**src/hdl/rle_mono_bitmap_expander_assert.svh**
```systemverilog
// Assertion macros shared by the bitmap expander RTL.
`ifndef RLE_MONO_BITMAP_EXPANDER_ASSERT_SVH
`define RLE_MONO_BITMAP_EXPANDER_ASSERT_SVH

// Check that cond_a implies cond_c at the same clock edge.
`define RMBE_ASSERT_SAME(label, clk, rstn, cond_a, cond_c) \
    label: assert property (@(posedge clk) disable iff (!rstn) (cond_a) |-> (cond_c)) \
        else $error("rmbe: same-cycle check failed");

// Check that cond_a implies cond_c at the next clock edge.
`define RMBE_ASSERT_NEXT(label, clk, rstn, cond_a, cond_c) \
    label: assert property (@(posedge clk) disable iff (!rstn) (cond_a) |=> (cond_c)) \
        else $error("rmbe: next-cycle check failed");

`endif

```
**src/hdl/rmbe_pkg.sv**
```systemverilog
// Shared constants for the run-length coded bitmap expander.
package rmbe_pkg;

    // Image dimension width and derived counter widths
    localparam int DIM_BITS     = 12;
    localparam int AREA_BITS    = 2 * DIM_BITS;

    // Pixel geometry
    localparam int PIX_PER_BYTE = 8;
    localparam int PIX_PER_WORD = 2 * PIX_PER_BYTE;
    localparam int COLOR_BITS   = 16;
    localparam int CNT_BITS     = $clog2(PIX_PER_WORD + 1);
    localparam int NUM_BITS     = $clog2(PIX_PER_BYTE + 1);

    // Header byte above this value opens a literal run
    localparam logic [7:0] LIT_BASE = 8'd128;

    // Configuration register indexes
    localparam logic [1:0] REG_FG_COLOR     = 2'd0;
    localparam logic [1:0] REG_BG_COLOR     = 2'd1;
    localparam logic [1:0] REG_IMAGE_WIDTH  = 2'd2;
    localparam logic [1:0] REG_IMAGE_HEIGHT = 2'd3;

    // Reset values of the configuration registers
    localparam logic [COLOR_BITS-1:0] FG_RESET     = 16'hFFFF;
    localparam logic [COLOR_BITS-1:0] BG_RESET     = 16'h0000;
    localparam logic [DIM_BITS-1:0]   WIDTH_RESET  = DIM_BITS'(240);
    localparam logic [DIM_BITS-1:0]   HEIGHT_RESET = DIM_BITS'(320);

endpackage

```
**src/hdl/rle_mono_bitmap_expander.sv**
```systemverilog
// Top level: run-length coded 1-bit bitmap to RGB565 pixel expander.
//
// Code bytes are accepted only while the sequencer is idle. A header byte and a
// zero-count repeat give no word and finish in their accept cycle. A literal byte
// makes one pass through the expansion unit, which produces one output word. A repeat
// byte with count N is expanded N times by the single expansion unit, once per cycle
// while the output is not stalled, and two expansions are packed into each output word
// (ceil(N/2) words). The input is not ready while a byte is being expanded, and
// a finished word waits on a full output register. Pixel colors are applied from
// fg_color/bg_color at the output register, so configuration must only change while idle.
`include "rle_mono_bitmap_expander_assert.svh"

module rle_mono_bitmap_expander (
    input  logic        aclk,
    input  logic        aresetn,
    // Configuration write port
    input  logic        cfg_wr_en,
    input  logic [1:0]  cfg_index,
    input  logic [15:0] cfg_wdata,
    // Compressed stream in
    input  logic        s_valid,
    output logic        s_ready,
    input  logic [7:0]  s_code_byte,
    input  logic        s_image_start,
    // Pixel words out
    output logic        m_valid,
    input  logic        m_ready,
    output logic [63:0] m_pixels_0_3,
    output logic [63:0] m_pixels_4_7,
    output logic [63:0] m_pixels_8_11,
    output logic [63:0] m_pixels_12_15,
    output logic [4:0]  m_pixel_count,
    output logic        m_last_of_item
);

    localparam int DW = rmbe_pkg::DIM_BITS;
    localparam int AW = rmbe_pkg::AREA_BITS;
    localparam int PW = rmbe_pkg::PIX_PER_WORD;
    localparam int CW = rmbe_pkg::COLOR_BITS;
    localparam int KW = rmbe_pkg::CNT_BITS;
    localparam int NW = rmbe_pkg::NUM_BITS;

    typedef enum logic [1:0] {
        PH_HEADER  = 2'd0,
        PH_LITERAL = 2'd1,
        PH_REPEAT  = 2'd2
    } phase_t;

    typedef enum logic {
        SEQ_IDLE,
        SEQ_EXPAND
    } seq_t;

    // Configuration registers
    logic [CW-1:0] fg_reg, bg_reg;
    logic [DW-1:0] width_reg, height_reg;

    // Decoder state
    seq_t          seq_reg, seq_next;
    phase_t        phase_reg, phase_next;
    logic [6:0]    lit_left_reg, lit_left_next;
    logic [7:0]    rep_cnt_reg, rep_cnt_next;
    logic [DW-1:0] row_left_reg, row_left_next;
    logic [AW-1:0] img_left_reg, img_left_next;
    logic          done_reg, done_next;

    // Expansion working registers
    logic [7:0]    byte_reg, byte_next;
    logic [7:0]    exp_left_reg, exp_left_next;
    logic [PW-1:0] acc_mask_reg, acc_mask_next;
    logic [KW-1:0] acc_cnt_reg, acc_cnt_next;
    logic          half_reg, half_next;

    // Output register
    logic          m_valid_reg, m_valid_next;
    logic [PW-1:0] m_mask_reg, m_mask_next;
    logic [KW-1:0] m_cnt_reg, m_cnt_next;
    logic          m_last_reg, m_last_next;

    // Start-of-image view of the state
    logic [AW-1:0] area;
    phase_t        eff_phase;
    logic [AW-1:0] eff_img_left;
    logic          eff_done;

    // Shared expansion unit
    logic [DW-1:0] row_eff;
    logic [NW-1:0] exp_n;
    logic [7:0]    byte_kept;
    logic [PW-1:0] placed;
    logic [PW-1:0] new_mask;
    logic [KW-1:0] new_cnt;
    logic [AW-1:0] n_wide;
    logic          word_done;
    logic          word_last;
    logic          out_free;
    logic          step;

    logic [4*64-1:0] pix_all;

    assign area         = AW'(width_reg) * AW'(height_reg);
    assign eff_phase    = s_image_start ? PH_HEADER : phase_reg;
    assign eff_img_left = s_image_start ? area : img_left_reg;
    assign eff_done     = s_image_start ? 1'b0 : done_reg;

    // Expand one copy of the held byte at the current fill position
    assign row_eff   = (row_left_reg == '0) ? width_reg : row_left_reg;
    assign exp_n     = (row_eff < DW'(rmbe_pkg::PIX_PER_BYTE)) ? NW'(row_eff)
                                                               : NW'(rmbe_pkg::PIX_PER_BYTE);
    assign byte_kept = byte_reg & ~(8'hFF >> exp_n);
    assign placed    = {byte_kept, 8'h00} >> acc_cnt_reg;
    assign new_mask  = acc_mask_reg | placed;
    assign new_cnt   = acc_cnt_reg + KW'(exp_n);
    assign n_wide    = AW'(exp_n);
    assign word_last = (exp_left_reg == 8'd1);
    assign word_done = half_reg || word_last;
    assign out_free  = !m_valid_reg || m_ready;
    assign step      = !word_done || out_free;

    assign s_ready = (seq_reg == SEQ_IDLE);

    // Next-state logic for the sequencer and decoder
    always_comb begin
        seq_next      = seq_reg;
        phase_next    = phase_reg;
        lit_left_next = lit_left_reg;
        rep_cnt_next  = rep_cnt_reg;
        row_left_next = row_left_reg;
        img_left_next = img_left_reg;
        done_next     = done_reg;
        byte_next     = byte_reg;
        exp_left_next = exp_left_reg;
        acc_mask_next = acc_mask_reg;
        acc_cnt_next  = acc_cnt_reg;
        half_next     = half_reg;
        m_valid_next  = m_valid_reg && !m_ready;
        m_mask_next   = m_mask_reg;
        m_cnt_next    = m_cnt_reg;
        m_last_next   = m_last_reg;

        unique case (seq_reg)
            SEQ_IDLE: begin
                if (s_valid) begin
                    // A start byte abandons any open run and reloads the image
                    if (s_image_start) begin
                        img_left_next = area;
                        row_left_next = '0;
                        lit_left_next = '0;
                        rep_cnt_next  = '0;
                        phase_next    = PH_HEADER;
                        done_next     = 1'b0;
                    end
                    if (!eff_done) begin
                        unique case (eff_phase)
                            PH_LITERAL: begin
                                byte_next     = s_code_byte;
                                exp_left_next = 8'd1;
                                acc_mask_next = '0;
                                acc_cnt_next  = '0;
                                half_next     = 1'b0;
                                seq_next      = SEQ_EXPAND;
                                lit_left_next = lit_left_reg - 7'd1;
                                if (lit_left_reg == 7'd1) begin
                                    phase_next = PH_HEADER;
                                end
                            end
                            PH_REPEAT: begin
                                phase_next   = PH_HEADER;
                                rep_cnt_next = '0;
                                if (rep_cnt_reg != '0) begin
                                    byte_next     = s_code_byte;
                                    exp_left_next = rep_cnt_reg;
                                    acc_mask_next = '0;
                                    acc_cnt_next  = '0;
                                    half_next     = 1'b0;
                                    seq_next      = SEQ_EXPAND;
                                end
                            end
                            default: begin
                                // Header: stop once the image is complete
                                phase_next = PH_HEADER;
                                if (eff_img_left == '0) begin
                                    done_next = 1'b1;
                                end else if (s_code_byte > rmbe_pkg::LIT_BASE) begin
                                    lit_left_next = s_code_byte[6:0];
                                    phase_next    = PH_LITERAL;
                                end else begin
                                    rep_cnt_next = s_code_byte;
                                    phase_next   = PH_REPEAT;
                                end
                            end
                        endcase
                    end
                end
            end
            SEQ_EXPAND: begin
                // Hold the whole step while a finished word cannot be stored
                if (step) begin
                    row_left_next = row_eff - DW'(exp_n);
                    img_left_next = (img_left_reg > n_wide) ? img_left_reg - n_wide : '0;
                    exp_left_next = exp_left_reg - 8'd1;
                    if (word_done) begin
                        m_valid_next  = 1'b1;
                        m_mask_next   = new_mask;
                        m_cnt_next    = new_cnt;
                        m_last_next   = word_last;
                        acc_mask_next = '0;
                        acc_cnt_next  = '0;
                        half_next     = 1'b0;
                        if (word_last) begin
                            seq_next = SEQ_IDLE;
                        end
                    end else begin
                        acc_mask_next = new_mask;
                        acc_cnt_next  = new_cnt;
                        half_next     = 1'b1;
                    end
                end
            end
            default: seq_next = SEQ_IDLE;
        endcase
    end

    // State, configuration and output registers
    always_ff @(posedge aclk) begin
        if (!aresetn) begin
            fg_reg       <= rmbe_pkg::FG_RESET;
            bg_reg       <= rmbe_pkg::BG_RESET;
            width_reg    <= rmbe_pkg::WIDTH_RESET;
            height_reg   <= rmbe_pkg::HEIGHT_RESET;
            seq_reg      <= SEQ_IDLE;
            phase_reg    <= PH_HEADER;
            lit_left_reg <= '0;
            rep_cnt_reg  <= '0;
            row_left_reg <= '0;
            img_left_reg <= '0;
            done_reg     <= 1'b1;
            exp_left_reg <= '0;
            acc_mask_reg <= '0;
            acc_cnt_reg  <= '0;
            half_reg     <= 1'b0;
            m_valid_reg  <= 1'b0;
        end else begin
            if (cfg_wr_en) begin
                unique case (cfg_index)
                    rmbe_pkg::REG_FG_COLOR:     fg_reg     <= cfg_wdata;
                    rmbe_pkg::REG_BG_COLOR:     bg_reg     <= cfg_wdata;
                    rmbe_pkg::REG_IMAGE_WIDTH:  width_reg  <= cfg_wdata[DW-1:0];
                    rmbe_pkg::REG_IMAGE_HEIGHT: height_reg <= cfg_wdata[DW-1:0];
                    default: ;
                endcase
            end
            seq_reg      <= seq_next;
            phase_reg    <= phase_next;
            lit_left_reg <= lit_left_next;
            rep_cnt_reg  <= rep_cnt_next;
            row_left_reg <= row_left_next;
            img_left_reg <= img_left_next;
            done_reg     <= done_next;
            exp_left_reg <= exp_left_next;
            acc_mask_reg <= acc_mask_next;
            acc_cnt_reg  <= acc_cnt_next;
            half_reg     <= half_next;
            m_valid_reg  <= m_valid_next;
        end
        byte_reg   <= byte_next;
        m_mask_reg <= m_mask_next;
        m_cnt_reg  <= m_cnt_next;
        m_last_reg <= m_last_next;
    end

    // Color the held word; slots past the pixel count read as zero
    always_comb begin
        pix_all = '0;
        for (int i = 0; i < PW; i++) begin
            if (KW'(i) < m_cnt_reg) begin
                pix_all[4*64-1-CW*i -: CW] = m_mask_reg[PW-1-i] ? fg_reg : bg_reg;
            end
        end
    end

    assign m_valid        = m_valid_reg;
    assign m_pixels_0_3   = pix_all[255:192];
    assign m_pixels_4_7   = pix_all[191:128];
    assign m_pixels_8_11  = pix_all[127:64];
    assign m_pixels_12_15 = pix_all[63:0];
    assign m_pixel_count  = m_cnt_reg;
    assign m_last_of_item = m_last_reg;

    // A held word never claims more pixels than it has slots
    `RMBE_ASSERT_SAME(a_cnt_range, aclk, aresetn, m_valid_reg, m_cnt_reg <= KW'(PW))
    // The sequencer only expands while copies remain
    `RMBE_ASSERT_SAME(a_exp_left, aclk, aresetn, seq_reg == SEQ_EXPAND, exp_left_reg != '0)
    // The first half of a word holds at most one byte of pixels
    `RMBE_ASSERT_SAME(a_half_fill, aclk, aresetn, half_reg,
                      acc_cnt_reg <= KW'(rmbe_pkg::PIX_PER_BYTE))
    // A final word returns the sequencer to idle
    `RMBE_ASSERT_NEXT(a_last_idle, aclk, aresetn,
                      seq_reg == SEQ_EXPAND && step && word_last, seq_reg == SEQ_IDLE)

endmodule

```
**config.mk**
```make
export PLATFORM = sky130hd
export DESIGN_NAME = rle_mono_bitmap_expander
export DESIGN_NICKNAME = d
export VERILOG_FILES = /design/src/hdl/rmbe_pkg.sv /design/src/hdl/rle_mono_bitmap_expander.sv
export VERILOG_INCLUDE_DIRS = /design/src /design/src/hdl
export SDC_FILE = /design/constraint.sdc
export NUM_CORES = 1
export LEC_CHECK = 0
export ABC_AREA = 1
export BUFFER_PORTS_ARGS = -buffer_cell sky130_fd_sc_hd__buf_2
export CAP_MARGIN = 20
export CORE_ASPECT_RATIO = 2
export CORE_MARGIN = 5
export CORE_UTILIZATION = 61
export DETAILED_ROUTE_END_ITERATION = 7
export PLACE_DENSITY_LB_ADDON = 0.3
export SKIP_LAST_GASP = 1
export SLEW_MARGIN = 20
export SYNTH_ARGS = -nofsm -noshare
export SYNTH_HDL_FRONTEND = slang
export SYNTH_SLANG_ARGS = --single-unit
```
**constraint.sdc**
```tcl
create_clock -name aclk -period 15.95 [get_ports aclk]
set_clock_uncertainty 0.2 [all_clocks]
set_input_delay 2.3925 -clock aclk [delete_from_list [all_inputs] [get_ports aclk]]
set_output_delay 2.3925 -clock aclk [all_outputs]
set_load 0.05 [all_outputs]
```
==> results of run 1 <==
synth_stat cells (14+ instances only):
cell type,number,area [sq um]
nand2_1,619,2320
o21ai_1,14,70.1
edfxtp_1,30,901
clkbuf_1,165,619
a211oi_1,137,1030
o211ai_1,53,398
xor2_1,14,123
fa_1,102,2040
nor2_1,284,1070
a31oi_1,22,138
dfxtp_1,142,2840
a21oi_1,171,856
nand4_1,30,188
ha_1,76,951
o21ai_0,215,1080
nor3_1,18,90.1
inv_1,441,1660
nand3_1,121,606
per-layer routing:
| layer | global-route usage [%] | vias up | share of wire [%] | routed length (um) |
|---|---|---|---|---|
| met3 | 5.63 | 316 | 6.8 | 4500 |
| li1 | - | 9336 | - | - |
| met1 | 39.1 | 9225 | 33 | 22000 |
| met2 | 70.6 | 1143 | 52 | 34500 |
| met4 | 25.5 | 0 | 7.7 | 5090 |
| met5 | 0 | - | 0 | 0 |
layout make-up:
type / count / share of cell area, %
Multi-Input combinational cell: 1983 / 59.5
Tap cell: 364 / 2.28
Clock inverter: 15 / 0.876
Clock buffer: 17 / 2.13
Sequential cell: 172 / 18.7
Inverter: 454 / 8.53
Timing Repair Buffer: 308 / 7.97
worst paths after layout:
| path | to | depth (start not counted) |
|---|---|---|
| setup / recovery | m_pixels_0_3[59] | 7 |
| hold / removal | row_left_reg[7]$_SDFFE_PN0P_ | 2 |
| setup reg to reg | rep_cnt_reg[4]$_SDFFE_PN0P_ | 25 |
| hold reg to reg | row_left_reg[7]$_SDFFE_PN0P_ | 2 |
placed cells by master (no fill, tap or decap), types with 5 or more instances in the layout:
| cell type | n |
|---|---|
| nor2_1 | 283 |
| nand2_1 | 619 |
| fa_1 | 102 |
| nand4_1 | 30 |
| a221oi_1 | 6 |
| buf_2 | 295 |
| xnor2_1 | 7 |
| nand3_2 | 6 |
| o21ai_1 | 14 |
| o211ai_1 | 53 |
| nor2_4 | 7 |
| a211oi_1 | 137 |
| nor3_1 | 17 |
| buf_4 | 12 |
| a21oi_1 | 171 |
| nand3_1 | 121 |
| clkbuf_16 | 17 |
| inv_1 | 440 |
| or2_2 | 11 |
| dfxtp_1 | 142 |
| edfxtp_1 | 30 |
| nor2_2 | 5 |
| nand2_2 | 11 |
| xor2_1 | 14 |
| nor4_1 | 7 |
| inv_2 | 11 |
| o21ai_0 | 215 |
| ha_1 | 76 |
| a31oi_1 | 22 |
critical path: stages, from the launching register on:
cell and delay [ps]:
edfxtp_1 700, nor2_1 350, inv_1 330, nor2_1 860, nand2_1 730, nand2_1 300
inv_1 70, buf_2 210
power by group:
part	internal, W	leakage (nW)	switching (W)	total (W)
clock network	0.000223	0.286	0.000206	0.000429
logic	0.000179	8.56	0.000394	0.000573
registers	0.000460	1.43	0.0000438	0.000504
cells by family (layout without fill, tap and decap cells):
group | count (synthesis) | in the layout
muxes | 3 | 3
buffers and inverters | 640 | 794
and+or+nand+nor | 1132 | 1132
AOI/OAI and AO/OA | 649 | 649
adders and majority gates | 178 | 178
xor gates and xnor gates | 21 | 21
DFF | 172 | 172
metrics by stage:
step	power [W]	hold WS, ps	setup WS (ps)	cells
CTS	0.00150	271	9440	3312
finish	0.00151	268	9330	3313
floorplan	0.000928	240	10390	2795
global route	0.00159	285	9120	3313
global placement	0.00107	252	9730	3280
detailed placement	0.00107	260	9570	3280
==> summary.md, run 1 <==
| Metric | Value |
|---|---|
| Synth Cell Area | 18100 sq um |
| Compound-Gate Fraction of Synth Area | 21.5% |
| Ant. Diodes | 0 |
| Clock Tree Buf Depth | 2 |
| FF-to-FF setup slack | 9470 ps |
| Post-DP Area | 19400 sq um |
| Initial antenna violation count | 0 |
| HPWL after DPL | 50.6 mm |
| Largest net degree at the start of global routing | 110 |
| Ys flop type | dfxtp_1 |
| 1st-pass router iterations | 6 |
| Clk slew on worst S/H paths | 70 ps |
| Final design utilization | 68.0% |
| Pwr Density | 75.4 nW/um^2 |
| Post-synthesis mux area share | 0.166% |
| Slew Limit Fails | 0 |
| CP Class | flop to output port |
| Die height | 253 um |
| RSZ-0062 raised after global routing | false |
| DRT antenna net count | 0 |
| FF/Latch Area | 3740 sq um |
| Number of synthesized register bits | 172 |
| Worst r2r src | width_reg[0]$_SDFFE_PN0P_ |
| CP Launch Type | flop |
| Inserted Clock Buffers | 17 |
| CTS tree | built |
| Core area | 29400 sq um |
| Global-route wire length before repair | 103 mm |
| Max FFs per register | 24 |
| Initial drt markers | 1651 |
| DIE WIDTH | 132 um |
| Vias in the first global route | 19.2k |
| Setup_tns | 0 ps |
| Sequential fraction of the synthesis area | 20.7% |
| Post-synth ARST share | 0% |
| Number of synthesized flops with an enable pin | 30 |
| Via density | 6.04 |
| Crit path from | m_pixel_count[4]$_DFFE_PP_ |
| Net Count, Synth | 3005 |
| Footprint of the multi-input gates | 11900 sq um |
| Boundary Pins | 296 |
| Clock Latency Late Sink | 460 ps |
| DRC viols | 0 |
| Average size of a mapped cell | 6.47 sq um |
| PortBufs | 295 |
| Rows | 89 |
| Final net count | 3146 |
| Root Buffer | clkbuf_16 |
| Total Wirelength | 66.1 mm |
| Transition time of the tightest slew-check pin | 1180 ps |
| Largest family of logic cells by synthesized area | simple AND/OR/NAND/NOR gates |
| Simple-Gate Fraction of Synth Area | 26.4% |
| Synth warnings | 0 |
| Layout cells sized above 1 | 13.9% |
| Vias | 20.0k |
| Setup violators final | 0 |
| Tot GR Track Use | 38.1% |
| Distinct cells, synth | 60 |
| WP data arrival | 4030 ps |
| Final RePlAce weighted congestion | 0.993 |
| H-tree depth | 4 |
| Max frequency | 151 MHz |
| Die area | 33400 sq um |
| Drt wl/cell | 19.9 um |
| Outcome | completed |
| Pleak | 10.3 nW |
| Period Utilization, post-route | 41.5% |
| Post-route cell area | 20000 sq um |
| Post-synthesis xor/xnor area fraction | 1.02% |
| Synthesized instance count | 2795 |
| Post-cts resize count | 0 |
| CTS Hold Bufs | 0 |
| Initial core utilization | 61.5% |
| Synth-to-Final Area Change | 10.5% |
| Num Clock Sinks | 172 |
| Post-CTS Repair Setup Buffers | 0 |
| Max_cap viols | 0 |
| Max transition margin | 21.0% |
| Fraction of the mapped netlist area in adder cells | 16.6% |
| Hold violation count in the final report | 0 |
| Nature of the critical path endpoint | output port |
| Fillers | 2657 |
| Post-route minimum period | 6620 ps |
| Gr ovfl total | 0 |
| Worst hold start | row_left_reg[7]$_SDFFE_PN0P_ |
| CP required | 13360 ps |
| Worst Hold Class | flop to flop |
| Peak VDD IR | 0.000113 V |
| Worst-path fanout max | 21 |
Power figures use the tool's default switching activity.
==> inputs of run 2 (changes only) <==
--- a/config.mk
+++ b/config.mk
@@ -6,12 +6,12 @@
 export SDC_FILE = /design/constraint.sdc
 export NUM_CORES = 1
 export LEC_CHECK = 0
-export ABC_AREA = 1
+export ABC_AREA = 0
 export BUFFER_PORTS_ARGS = -buffer_cell sky130_fd_sc_hd__buf_2
 export CAP_MARGIN = 20
 export CORE_ASPECT_RATIO = 2
 export CORE_MARGIN = 5
-export CORE_UTILIZATION = 61
+export CORE_UTILIZATION = 53
 export DETAILED_ROUTE_END_ITERATION = 7
 export PLACE_DENSITY_LB_ADDON = 0.3
 export SKIP_LAST_GASP = 1
==> constraint.sdc (replaced) <==
create_clock -name aclk -period 5.4 [get_ports aclk]
set_clock_uncertainty 0.2 [all_clocks]
set_input_delay 0.81 -clock aclk [delete_from_list [all_inputs] [get_ports aclk]]
set_output_delay 0.81 -clock aclk [all_outputs]
set_load 0.05 [all_outputs]
==> run 2 against run 1 <==
Compared with the run above:
- the run now ends with setup timing left
- hold slack got worse by 4.7 ps
- critical path type is now flop to flop
- sequential share of layout area shrank 1.0 points
- power rose to 2.7 times the previous value
- cell area is 7.6% higher
- combinational power rose to 2.5 times the previous value
- die area rose by 13%
- critical endpoint is now rep_cnt_reg[4]$_SDFFE_PN0P_
==> summary.md, run 2 <==
| Metric | Value |
|---|---|
| Average size of a mapped cell | 7.74 sq um (+20%) |
| Clk slew on worst S/H paths | 70 ps (about the same) |
| Max_cap viols | 0 (unchanged) |
| Transition time of the tightest slew-check pin | 1200 ps (+23.5 ps) |
| Commonest cells after routing, fill and taps aside | nor2_1 (339), buf_2 (296), mux2i_1 (272), nand2_1 (243), buf_4 (143) |
| Main area contributors after synthesis | dfxtp_1 (16%), mux2i_1 (15%), fa_1 (11%), nor2_1 (7.2%), nand2_1 (5.5%) |
| CP Launch Type | flop |
| Via density | 6.12 (+1.4%) |
| Vias in the first global route | 18.8k (-2.3%) |
| CP Class | flop to flop |
| Max FFs per register | 24 (unchanged) |
| Clock Tree Buf Depth | 2 (unchanged) |
| Period Utilization, post-route | 112% |
| Slew Limit Fails | 0 (unchanged) |
| Post-synth ARST share | 0% (unchanged) |
| CP required | 5540 ps (-7820 ps) |
| CP Buf/Inv Count | 5 (+2) |
| Drt wl/cell | 22.2 um (+11%) |
| Crit-path slowest cell | fa_1 |
| Synth warnings | 0 (unchanged) |
| Fillers | 2868 (+7.9%) |
| Violated checks | setup timing |
| Footprint of the multi-input gates | 13300 sq um (+12%) |
| Vias | 18.5k (-7.8%) |
| H-tree depth | 4 (unchanged) |
| Largest net degree at the start of global routing | 68 (-38%) |
| Die area | 37600 sq um (+13%) |
| Top post-synthesis cells by count | nor2_1 (342), mux2i_1 (272), nand2_1 (260) |
| Max transition margin | 19.9% (-1.0 points) |
| DIE WIDTH | 140 um (+6.1%) |
| Sequential fraction of the synthesis area | 21.0% (+0.28 points) |
| Ys flop type | dfxtp_1 |
| Worst Hold Class | flop to flop |
| Initial drt markers | 1339 (-19%) |
| Num Clock Sinks | 172 (unchanged) |
| HPWL after DPL | 50.1 mm (-1.0%) |
| Synthesized instance count | 2306 (-17%) |
| Post-synth top area share | 15.9% (+0.22 points) |
| Core area | 33400 sq um (+14%) |
| Synth-to-Final Area Change | 20.5% |
| 1st-pass router iterations | 6 (unchanged) |
| Final worst-path setup slack | -626 ps (-9950 ps) |
| Root Buffer | clkbuf_16 |
| Count leader, synth | nor2_1 |
| R2R Path End | rep_cnt_reg[4]$_SDFFE_PN0P_ |
| Synth Cell Area | 17800 sq um (-1.3%) |
| Hold slack | 263 ps (-4.66 ps) |
| Worst-path fanout max | 8 (-62%) |
| Cell family with most CP delay | adder cells |
| Hold violation count in the final report | 0 (unchanged) |
| Post-route minimum period | 6030 ps |
| Final design utilization | 64.4% (-3.6 points) |
| Net Count, Synth | 2516 (-16%) |
| Layout cells sized above 1 | 24.9% (+11 points) |
| RSZ-0062 raised after global routing | true |
| Global-route wire length before repair | 104 mm (+1.5%) |
| Setup_tns | -10010 ps (-10010 ps) |
| Nature of the critical path endpoint | flop |
| Hold Path Cell Cnt | 2 (unchanged) |
| Inserted Clock Buffers | 17 (unchanged) |
| Number of synthesized flops with an enable pin | 30 (unchanged) |
| Gr ovfl total | 0 (unchanged) |
| Number of synthesized register bits | 172 (unchanged) |
| Boundary Pins | 296 (unchanged) |
| DRT antenna net count | 0 (unchanged) |
| Final RePlAce weighted congestion | 1.00 (+0.62%) |
| Area leader, netlist | dfxtp_1 |
| Tot GR Track Use | 34.4% (-3.7 points) |
| Max frequency | 166 MHz |
| Initial core utilization | 53.4% (-8.1 points) |
| CTS tree | built |
| Outcome | finished with violations |
| Rows | 95 (+6.7%) |
| FF/Latch Area | 3810 sq um (+1.7%) |
| Final net count | 2774 (-12%) |
| DRC viols | 0 (unchanged) |
| Initial antenna violation count | 4 (+4) |
| Peak VDD IR | 0.000241 V (+110%) |
| Crit path from | height_reg[5]$_SDFFE_PN0P_ |
| FF-to-FF setup slack | -630 ps (-10100 ps) |
| Clock Latency Late Sink | 460 ps (about the same) |
| Pwr Density | 191 nW/um^2 (+150%) |
| Max incr delay on CP | 580 ps (-280 ps) |
| Worst Setup EP | rep_cnt_reg[4]$_SDFFE_PN0P_ |
| Total Wirelength | 67.0 mm (+1.3%) |
| Distinct cells, synth | 88 (+47%) |
| PortBufs | 295 (unchanged) |
| Commonest non-fill, non-tap cell in the layout | nor2_1 |
| CP Cell Sequence | nand2_2 -> fa_1 -> fa_2 -> fa_2 -> fa_1 -> fa_1 -> inv_2 -> ha_4 -> o211ai_1 -> a211oi_2 -> nand2_1 -> buf_4 -> a2111oi_4 -> nor3_2 -> and4_1 -> nand4_1 -> buf_6 -> buf_4 -> o21ai_2 -> a22oi_1 -> buf_4 -> o22ai_1 |
| Pleak | 9.45 nW (-8.1%) |
| Worst reg2reg path depth | 22 (-12%) |
| Worst r2r src | height_reg[5]$_SDFFE_PN0P_ |
| Setup violators final | 18 (+18) |
| Stages on worst setup path | 22 (+15) |
| WP data arrival | 6170 ps (+2140 ps) |
| Pre-CTS setup slack | -904 ps (-10480 ps) |
| Die height | 269 um (+6.3%) |
-- run 2: cell types whose count changed after synthesis, moves of 23 or more --
cell	before	now
a211oi_1	137	11
nand3_1	121	45
nor2b_1	1	31
mux2i_1	3	272
nand2_1	619	260
o211ai_1	53	9
inv_1	441	141
a22oi_1	1	24
a21oi_1	171	129
and2_1	0	84
o21ai_0	215	74
nor2_1	284	342
-- run 2: through the flow --
step / total power [W] / instances / cell area [sq um]
2_1_floorplan: 0.00232 / 2306 / 18200
3_3_place_gp: 0.00272 / 2955 / 20200
3_5_place_dp: 0.00275 / 2955 / 20200
4_1_cts: 0.00402 / 3002 / 21200
5_1_grt: 0.00429 / 3014 / 21500
6_report: 0.00410 / 3014 / 21500
-- run 2: worst min-delay path by stage --
stage / startpoint / endpoint / slack [ps]
2_1_floorplan: acc_mask_reg[10]$_SDFFE_PN0P_ / acc_mask_reg[10]$_SDFFE_PN0P_ / 230
3_3_place_gp: acc_mask_reg[10]$_SDFFE_PN0P_ / acc_mask_reg[10]$_SDFFE_PN0P_ / 240
3_5_place_dp: acc_mask_reg[10]$_SDFFE_PN0P_ / acc_mask_reg[10]$_SDFFE_PN0P_ / 250
4_1_cts: acc_mask_reg[10]$_SDFFE_PN0P_ / acc_mask_reg[10]$_SDFFE_PN0P_ / 260
5_1_grt: phase_reg[1]$_SDFFE_PN0P_ / phase_reg[1]$_SDFFE_PN0P_ / 300
6_report: acc_mask_reg[10]$_SDFFE_PN0P_ / acc_mask_reg[10]$_SDFFE_PN0P_ / 260
-- run 2: cells by family after synthesis --
family | Yosys count | share of synthesized area [%]
DFF | 172 | 21.0
and+or+nand+nor | 898 | 23.2
xor gates and xnor gates | 19 | 0.933
adders and majority gates | 178 | 16.8
muxes | 278 | 15.7
AOI/OAI and AO/OA | 398 | 14.5
buffers and inverters | 363 | 7.99
-- run 2: power by group --
| part | leakage [nW] | total, W | switching, W | internal (W) |
|---|---|---|---|---|
| clock | 0.265 | 0.00121 | 0.000605 | 0.000604 |
| sequential | 1.45 | 0.00146 | 0.000116 | 0.00134 |
| combinational | 7.73 | 0.00144 | 0.000814 | 0.000623 |
-- run 2: metal layers --
| metal | GRT usage [%] | vias to the layer above | share of wire [%] |
|---|---|---|---|
| met5 | 0 | - | 0.040 |
| met2 | 61.2 | 1090 | 51 |
| met3 | 6.47 | 368 | 7.5 |
| met1 | 34.8 | 8666 | 33 |
| li1 | - | 8332 | - |
| met4 | 26.4 | 4 | 9.1 |
-- run 2: area by class of cell --
cell class              instances  area share (%)
clock buffers                  17            1.98
inverters                     146            2.55
multi-input cells            1771            61.7
diodes                          1          0.0116
repair buffers                456            12.9
flip-flops and latches        172            17.7
well taps                     436            2.54
clock inverters                15           0.623
-- run 2: what timing repair did --
item / 4_1_cts / 5_1_grt
endpoints found under the hold margin: 0 / 0
gates resized for setup: 71 / 56
endpoints found under the setup margin: 23 / 33
hold buffers: 0 / 0
buffers inserted: 14 / 10
pin swaps: 46 / 39
cloned: 1 / 0
-- run 2: worst reg2reg max path, cell delays in order, from the launching register on --
cell	delay, ps
dfxtp_4	430
nand2_2	90
fa_1	580
fa_2	460
fa_2	570
fa_1	440
fa_1	530
inv_2	50
ha_4	280
o211ai_1	150
a211oi_2	320
nand2_1	150
buf_4	170
a2111oi_4	310
nor3_2	100
and4_1	160
nand4_1	100
buf_6	130
buf_4	120
o21ai_2	50
a22oi_1	200
buf_4	230
o22ai_1	100
